**src/design/pid_controller_clamped_output_unit_assert.svh**
```systemverilog
// assertion macros for the pid controller unit
// defines empty bodies when ASSERT_OFF is set; no other dependencies
`ifndef PID_CONTROLLER_CLAMPED_OUTPUT_UNIT_ASSERT_SVH
`define PID_CONTROLLER_CLAMPED_OUTPUT_UNIT_ASSERT_SVH
`ifndef ASSERT_OFF
`define PIDC_ASSERT(lbl, clk, rst, prop) \
   lbl: assert property (@(posedge clk) disable iff (rst) prop) \
      else $error("pidc assertion failed");
`define PIDC_ASSERT_NEVER(lbl, clk, rst, expr) \
   lbl: assert property (@(posedge clk) disable iff (rst) !(expr)) \
      else $error("pidc forbidden condition seen");
`else
`define PIDC_ASSERT(lbl, clk, rst, prop)
`define PIDC_ASSERT_NEVER(lbl, clk, rst, expr)
`endif
`endif

```
**src/design/pidc_pkg.sv**
```systemverilog
// shared types and constants of the pid controller unit
// no dependencies
package pidc_pkg;

   localparam int GainWidth  = 16;
   localparam int InWidth    = 16;
   localparam int ErrWidth   = 17;
   localparam int ProdWidth  = 35;
   localparam int IntegWidth = 48;
   localparam int AccWidth   = 50;
   localparam int DriveWidth = 12;
   localparam int IndexWidth = 2;

   typedef enum logic [IndexWidth-1:0] {
      REG_PROP_GAIN     = 2'd0,
      REG_INTEGRAL_GAIN = 2'd1,
      REG_DERIV_GAIN    = 2'd2,
      REG_UNUSED        = 2'd3
   } reg_index_type;

   typedef enum logic [1:0] {
      CLAMP_NONE = 2'd0,
      CLAMP_HIGH = 2'd1,
      CLAMP_LOW  = 2'd2,
      CLAMP_RSVD = 2'd3
   } clamp_type;

   localparam logic [GainWidth-1:0] PropGainReset     = 16'd512;
   localparam logic [GainWidth-1:0] IntegralGainReset = 16'd768;
   localparam logic [GainWidth-1:0] DerivGainReset    = 16'd512;

   // ten volts per 1.0 of the q16.16 sum, full scale is ten volts
   localparam logic signed [AccWidth-1:0] FullScaleSum = 50'sd65536;
   localparam logic [DriveWidth-1:0]      DriveFull    = 12'd2560;

endpackage

```
**src/design/pid_controller_clamped_output_unit.sv**
```systemverilog
// pid controller unit: one shared multiplier under a small sequencer
// depends on pidc_pkg and pid_controller_clamped_output_unit_assert.svh
//
// Each accepted word (measured, target) produces one rsp word (drive, clamp_state).
// A word passes from its accepting edge through three multiply steps on the
// single 18x17 signed multiplier (proportional, integral, derivative), two
// accumulate steps and one output step, which loads its result into the output
// register once it is empty or being taken. A new word is accepted only in the idle
// state, after the last word has left the output step. req_stall stays high while
// a word is in the sequencer; the output register lets the next word start while
// the last result waits. Gains are written through csr_wr_en/csr_index/csr_wdata
// while the unit is idle, a rule on the user that the unit does not enforce;
// writes to index 3 are ignored. The integral saturates at 48 bits.
`include "pid_controller_clamped_output_unit_assert.svh"

module pid_controller_clamped_output_unit (
   input  logic                                  clock,
   input  logic                                  reset,
   input  logic                                  csr_wr_en,
   input  logic [pidc_pkg::IndexWidth-1:0]       csr_index,
   input  logic [pidc_pkg::GainWidth-1:0]        csr_wdata,
   input  logic                                  req_valid,
   output logic                                  req_stall,
   input  logic signed [pidc_pkg::InWidth-1:0]   req_measured,
   input  logic signed [pidc_pkg::InWidth-1:0]   req_target,
   output logic                                  rsp_valid,
   input  logic                                  rsp_stall,
   output logic [pidc_pkg::DriveWidth-1:0]       rsp_drive,
   output logic [1:0]                            rsp_clamp_state
);

   typedef enum logic [6:0] {
      S_IDLE = 7'b0000001,
      S_MULP = 7'b0000010,
      S_MULI = 7'b0000100,
      S_MULD = 7'b0001000,
      S_ADDI = 7'b0010000,
      S_ADDD = 7'b0100000,
      S_OUT  = 7'b1000000
   } state_type;

   state_type state_ff, state_in;

   logic [pidc_pkg::GainWidth-1:0] prop_gain_ff, prop_gain_in;
   logic [pidc_pkg::GainWidth-1:0] integral_gain_ff, integral_gain_in;
   logic [pidc_pkg::GainWidth-1:0] deriv_gain_ff, deriv_gain_in;

   logic signed [pidc_pkg::ErrWidth-1:0]   err_ff, err_in;
   logic signed [pidc_pkg::ErrWidth-1:0]   prev_err_ff, prev_err_in;
   logic signed [pidc_pkg::ProdWidth-1:0]  prod_ff, prod_in;
   logic signed [pidc_pkg::IntegWidth-1:0] integ_ff, integ_in;
   logic signed [pidc_pkg::AccWidth-1:0]   acc_ff, acc_in;

   logic                            rsp_valid_ff, rsp_valid_in;
   logic [pidc_pkg::DriveWidth-1:0] rsp_drive_ff, rsp_drive_in;
   logic [1:0]                      rsp_clamp_ff, rsp_clamp_in;

   logic signed [pidc_pkg::ErrWidth:0]     mul_a;
   logic signed [pidc_pkg::GainWidth:0]    mul_b;
   logic signed [pidc_pkg::ProdWidth-1:0]  mul_p;
   logic signed [pidc_pkg::IntegWidth:0]   integ_sum;
   logic signed [pidc_pkg::AccWidth-1:0]   acc_addend;
   logic signed [pidc_pkg::AccWidth-1:0]   acc_sum;
   logic [pidc_pkg::ErrWidth-1:0]          in_range_val;
   logic [20:0]                            times_ten;
   logic                                   req_accept;
   logic                                   out_load;
   logic                                   sum_over;
   logic                                   sum_neg;

   assign req_stall  = (state_ff != S_IDLE);
   assign req_accept = req_valid && !req_stall;
   assign out_load   = (state_ff == S_OUT) && (!rsp_valid_ff || !rsp_stall);

   // shared multiplier operand select
   always_comb begin
      case (state_ff)
         S_MULP: begin
            mul_a = (pidc_pkg::ErrWidth+1)'(err_ff);
            mul_b = {1'b0, prop_gain_ff};
         end
         S_MULI: begin
            mul_a = (pidc_pkg::ErrWidth+1)'(err_ff);
            mul_b = {1'b0, integral_gain_ff};
         end
         S_MULD: begin
            mul_a = (pidc_pkg::ErrWidth+1)'(err_ff) - (pidc_pkg::ErrWidth+1)'(prev_err_ff);
            mul_b = {1'b0, deriv_gain_ff};
         end
         default: begin
            mul_a = '0;
            mul_b = '0;
         end
      endcase
   end

   assign mul_p = mul_a * mul_b;

   // saturating integral update
   assign integ_sum = (pidc_pkg::IntegWidth+1)'(integ_ff)
                    + (pidc_pkg::IntegWidth+1)'(prod_ff);

   assign acc_addend = (state_ff == S_ADDI) ? pidc_pkg::AccWidth'(integ_ff)
                                            : pidc_pkg::AccWidth'(prod_ff);
   assign acc_sum    = acc_ff + acc_addend;

   // output scaling and clamp
   assign sum_neg      = acc_ff[pidc_pkg::AccWidth-1];
   assign sum_over     = !sum_neg && (acc_ff > pidc_pkg::FullScaleSum);
   assign in_range_val = acc_ff[pidc_pkg::ErrWidth-1:0];
   assign times_ten    = 21'({in_range_val, 3'b000}) + 21'({in_range_val, 1'b0});

   always_comb begin
      state_in         = state_ff;
      err_in           = err_ff;
      prev_err_in      = prev_err_ff;
      prod_in          = prod_ff;
      integ_in         = integ_ff;
      acc_in           = acc_ff;
      rsp_drive_in     = rsp_drive_ff;
      rsp_clamp_in     = rsp_clamp_ff;
      rsp_valid_in     = rsp_valid_ff && rsp_stall;
      prop_gain_in     = prop_gain_ff;
      integral_gain_in = integral_gain_ff;
      deriv_gain_in    = deriv_gain_ff;

      if (csr_wr_en) begin
         case (pidc_pkg::reg_index_type'(csr_index))
            pidc_pkg::REG_PROP_GAIN:     prop_gain_in     = csr_wdata;
            pidc_pkg::REG_INTEGRAL_GAIN: integral_gain_in = csr_wdata;
            pidc_pkg::REG_DERIV_GAIN:    deriv_gain_in    = csr_wdata;
            default: ;
         endcase
      end

      case (state_ff)
         S_IDLE: begin
            if (req_accept) begin
               err_in   = pidc_pkg::ErrWidth'(req_measured) - pidc_pkg::ErrWidth'(req_target);
               state_in = S_MULP;
            end
         end
         S_MULP: begin
            prod_in  = mul_p;
            state_in = S_MULI;
         end
         S_MULI: begin
            acc_in   = pidc_pkg::AccWidth'(prod_ff);
            prod_in  = mul_p;
            state_in = S_MULD;
         end
         S_MULD: begin
            if (integ_sum[pidc_pkg::IntegWidth] != integ_sum[pidc_pkg::IntegWidth-1]) begin
               integ_in = {integ_sum[pidc_pkg::IntegWidth],
                           {(pidc_pkg::IntegWidth-1){~integ_sum[pidc_pkg::IntegWidth]}}};
            end else begin
               integ_in = integ_sum[pidc_pkg::IntegWidth-1:0];
            end
            prod_in     = mul_p;
            prev_err_in = err_ff;
            state_in    = S_ADDI;
         end
         S_ADDI: begin
            acc_in   = acc_sum;
            state_in = S_ADDD;
         end
         S_ADDD: begin
            acc_in   = acc_sum;
            state_in = S_OUT;
         end
         S_OUT: begin
            if (out_load) begin
               rsp_valid_in = 1'b1;
               if (sum_over) begin
                  rsp_drive_in = pidc_pkg::DriveFull;
                  rsp_clamp_in = pidc_pkg::CLAMP_HIGH;
               end else if (sum_neg) begin
                  rsp_drive_in = '0;
                  rsp_clamp_in = pidc_pkg::CLAMP_LOW;
               end else begin
                  rsp_drive_in = times_ten[19:8];
                  rsp_clamp_in = pidc_pkg::CLAMP_NONE;
               end
               state_in = S_IDLE;
            end
         end
         default: begin
            state_in = S_IDLE;
         end
      endcase
   end

   always_ff @(posedge clock) begin
      if (reset) begin
         state_ff         <= S_IDLE;
         rsp_valid_ff     <= 1'b0;
         prop_gain_ff     <= pidc_pkg::PropGainReset;
         integral_gain_ff <= pidc_pkg::IntegralGainReset;
         deriv_gain_ff    <= pidc_pkg::DerivGainReset;
         integ_ff         <= '0;
         prev_err_ff      <= '0;
      end else begin
         state_ff         <= state_in;
         rsp_valid_ff     <= rsp_valid_in;
         prop_gain_ff     <= prop_gain_in;
         integral_gain_ff <= integral_gain_in;
         deriv_gain_ff    <= deriv_gain_in;
         integ_ff         <= integ_in;
         prev_err_ff      <= prev_err_in;
      end
   end

   always_ff @(posedge clock) begin
      err_ff       <= err_in;
      prod_ff      <= prod_in;
      acc_ff       <= acc_in;
      rsp_drive_ff <= rsp_drive_in;
      rsp_clamp_ff <= rsp_clamp_in;
   end

   assign rsp_valid       = rsp_valid_ff;
   assign rsp_drive       = rsp_drive_ff;
   assign rsp_clamp_state = rsp_clamp_ff;

   `PIDC_ASSERT(a_accept_starts_mul, clock, reset, req_accept |=> (state_ff == S_MULP))
   `PIDC_ASSERT(a_rsp_from_out, clock, reset, $rose(rsp_valid_ff) |-> $past(state_ff == S_OUT))
   `PIDC_ASSERT(a_prev_err_step, clock, reset, !$stable(prev_err_ff) |-> $past(state_ff == S_MULD))
   `PIDC_ASSERT_NEVER(a_high_drive, clock, reset, rsp_valid_ff && (rsp_clamp_ff == pidc_pkg::CLAMP_HIGH) && (rsp_drive_ff != pidc_pkg::DriveFull))
   `PIDC_ASSERT_NEVER(a_low_drive, clock, reset, rsp_valid_ff && (rsp_clamp_ff == pidc_pkg::CLAMP_LOW) && (rsp_drive_ff != '0))

endmodule
```
**config.mk**
```make
export PLATFORM = sky130hd
export DESIGN_NAME = pid_controller_clamped_output_unit
export DESIGN_NICKNAME = d
export VERILOG_FILES = /design/src/design/pidc_pkg.sv /design/src/design/pid_controller_clamped_output_unit.sv
export VERILOG_INCLUDE_DIRS = /design/src /design/src/design
export SDC_FILE = /design/constraint.sdc
export NUM_CORES = 2
export LEC_CHECK = 0
export BUFFER_PORTS_ARGS = -buffer_cell sky130_fd_sc_hd__buf_2
export CORE_UTILIZATION = 40
export CTS_CLUSTER_DIAMETER = 50
export DETAILED_ROUTE_END_ITERATION = 8
export GPL_TIMING_DRIVEN = 0
export PLACE_DENSITY = 0.58
export SLEW_MARGIN = 20
export SYNTH_ARGS = -nofsm -noshare
export SYNTH_HDL_FRONTEND = slang
export SYNTH_SLANG_ARGS = --single-unit
```
**constraint.sdc**
```tcl
create_clock -name clock -period 13.01 [get_ports clock]
set_input_delay 0.6505 -clock clock [delete_from_list [all_inputs] [get_ports clock]]
set_output_delay 0.6505 -clock clock [all_outputs]
set_load 0.01 [all_outputs]
```
==> summary.txt <==
Global route
  • Overflow after GRT: 0
  • Vias in the first global route: 22200
  • Overall routing resource usage: 0.216
  • Largest net degree at the start of global routing: 51
  • Global-route wire length before repair: 119 mm
  • Initial antenna violation count: 0

Floorplan
  • Die ar.: 70400 µm²
  • Num rows: 96
  • Starting Density: 0.404
  • Core area: 68600 µm²
  • Die Ht: 265 µm
  • Die Wd: 265 µm
  • Ports: 71

Clock tree
  • # resized after CTS: 0
  • TritonCTS Buffers: 38
  • CTS tree: done
  • CTS max path bufs: 3
  • Clock latency on the worst-skew pair: 0.58 ns
  • Clk sink count: 237
  • H-tree depth: 2
  • Hold_buf cts: 0
  • Clock tree root driver cell: clkbuf_16
  • Clock-pin transition on the worst setup and hold timing paths: 0.06 ns
  • # Post-CTS Setup Buffers: 0

Timing
  • Final Slew Violations: 0
  • Final setup viols: 0
  • Final setup TNS: 0 ns
  • Crit share post-route: 0.753
  • Clock Skews: 0.0324 ns
  • Final WS setup: 3.21 ns
  • Fin crit period: 9.80 ns
  • Slew margin rel.: 0.229
  • Slew @ Worst Pin: 1.16 ns
  • Fin. Hold Viols: 0
  • Max Fclk: 102 MHz
  • RSZ-0062 raised after global routing: false

Final layout
  • Final Util: 0.446
  • Share of cells above drive strength 1: 0.0749
  • Nets: 3943
  • Most frequent cells in the layout: 438 x nand2_1, 427 x inv_1, 291 x fa_1
  • Ant diodes: 0
  • Commonest non-fill, non-tap cell in the layout: nand2_1
  • Area delta synth->final: 10.3%
  • Layout filler cell count: 6809
  • Post-route cell area: 30600 µm²

Synth
  • Synth Net Count: 3830
  • Post-synth top area share: 0.210
  • Number of flops mapped to enable cells by yosys: 116
  • Mapped Area: 27700 µm²
  • Post-synthesis sequential area ratio: 0.213
  • Library cells used by synthesis: 81
  • Post-Synthesis Cells: 3250
  • Share of flip-flops with an asynchronous set or reset: 0
  • #FFs+latches synth: 237
  • Avg Inst Size Synth: 8.53 µm²
  • Warnings, synthesis: 0
  • Top cells by area, synth: fa_1 21%, edfxtp_1 13%, ha_1 11%, dfxtp_1 8.7%, nand2_1 5.9%
  • Cell taking the most area after synthesis: fa_1
  • Post-synth top flop: dfxtp_1

Run
  • Max cap viols: 0

Route
  • DR pass1 iterations: 5
  • Post-Route M1 WL: 34.0 mm
  • DRT Wirelength: 74.9 mm
  • Met3 WL post-DR: 4.13 mm
  • Top sig layer: met4
  • Via-to-Cell Ratio: 5.17
  • Residual DRC count: 0
  • Routed vias: 22400
  • Detailed-route wire length per cell: 17.3 µm
  • DR iter-0 viols: 1328
  • ANT nets after route: 0
  • Met2 Wirelength: 33.7 mm

Power
  • Switch Pwr: 0.518 mW
  • Combinational share of power: 0.084
  • Overall power: 1.97 mW
  • P per Cell Area: 64.5 nW/µm²
  • Leakage: 13.9 nW
  • Clock power share: 0.506
  • Int Pwr: 1.46 mW
  • Peak supply drop: 0.0676 mV
  • Sw Ratio: 0.262
  • Sequential share of power: 0.410

Worst setup path
  • Critical path required time: 13.30 ns
  • Crit-path max FO: 10
  • Cell mode on critical path: fa_1
  • Worst path slowest cell: clkbuf_1
  • Endpoint class of the critical path: flop
  • Data arrival, critical path: 10.09 ns
  • Worst path max stage delay: 0.64 ns
  • Critical Path Start Type: flop
  • Reg2Reg Setup Slack: 3.21 ns
  • Critical setup path kind: flop to flop

Outcome
  • Outcome: finished, final reports clean

Placed design
  • GPL Wtd Cong: 0.919
  • Post-DP Area: 29300 µm²
  • Post-DP HPWL: 61.7 mm
  • I/O Buffers: 69
  • Setup Slack @ Placement: 3.24 ns

Min path
  • Hold Path Class: input pin to flop
worst paths after layout:
kind / startpoint / end / depth (start not counted)
setup / recovery: state_ff[2] / prod_ff[34] / 31
hold / removal: csr_wdata[9] / deriv_gain_ff[9] / 3
setup reg to reg: state_ff[2] / prod_ff[34] / 31
hold reg to reg: prev_err_ff[8] / prev_err_ff[8] / 2
cells by family (layout without fill, tap and decap cells):
logic type	count (synthesis)	after routing	synth area share
flip-flops	237	237	0.213
XOR/XNOR	155	155	0.0489
adder cells (fa/ha/maj)	527	527	0.316
multiplexers	37	37	0.0148
AND/OR/NAND/NOR	1024	1024	0.169
AO/OA/AOI/OAI	705	705	0.160
buffers and inverters	565	708	0.0779
routing by layer:
metal  track usage  vias up
met3        0.0319      129
met4        0.0898        0
li1              -    11100
met5             0        -
met1         0.283    10600
met2         0.355      558
area by class of cell:
cell class                      instances  area [µm²]  share of cell area
Multi-Input combinational cell       2448       19700               0.644
Sequential cell                       237        5910               0.193
Clock inverter                         22         234             0.00765
Clock buffer                           48        1030              0.0336
Timing Repair Buffer                   73         399              0.0131
Tap cell                              931        1160              0.0381
Inverter                              427        1600              0.0524
Buffer                                138         559              0.0183
power groups by stage:
stage / registers [mW] / logic (mW) / clock network (mW)
CTS: 0.809 / 0.165 / 1.02
detailed placement: 0.824 / 0.164 / 0
floorplan: 0.820 / 0.118 / 0
global placement: 0.825 / 0.161 / 0
finish: 0.809 / 0.166 / 0.998
global route: 0.811 / 0.185 / 1.06
Yosys cell counts, types with 6 or more instances:
master	number
a211oi_1	21
a21boi_0	7
a21o_1	82
a21oi_1	262
a22o_1	12
a22oi_1	23
a31oi_1	20
and2_1	21
and3_1	24
buf_4	7
clkbuf_1	121
dfxtp_1	121
edfxtp_1	116
fa_1	291
ha_1	234
inv_1	427
mux2_2	33
nand2_1	439
nand2b_1	31
nand3_1	36
nand3b_1	11
nand4_1	20
nor2_1	284
nor2b_1	32
nor3_1	42
nor3_2	33
nor3b_1	6
nor4_1	15
o2111ai_1	9
o211ai_1	15
o21a_1	31
o21ai_0	121
o21ai_1	17
o21bai_1	23
o31ai_1	6
or2_2	11
xnor2_1	98
xor2_1	57
through the flow:
stage | std cells | hold WS [ns]
2_1_floorplan | 3250 | 0.436
3_3_place_gp | 4250 | 0.441
3_5_place_dp | 4254 | 0.447
4_1_cts | 4324 | 0.315
5_1_grt | 4324 | 0.335
6_report | 4324 | 0.346
state kept, by name, summed over array words and instances, names as in the netlist:
signal	flops
rsp_clamp_state	2
err_ff	17
state_ff	7
integ_ff	48
prev_err_ff	17
rsp_drive	12
prop_gain_ff	16
acc_ff	50
prod_ff	35
rsp_valid	1
deriv_gain_ff	16
integral_gain_ff	16
critical path, delay by kind of cell, from the launching register on:
kind	cells	cell delay, ns
XOR/XNOR	1	0.13
adder cells (fa/ha/maj)	7	3.42
buffers and inverters	8	2.12
flip-flops	1	0.33
AO/OA/AOI/OAI	9	2.08
AND/OR/NAND/NOR	6	1.43
No activity file was read; power rests on OpenSTA's default activity.
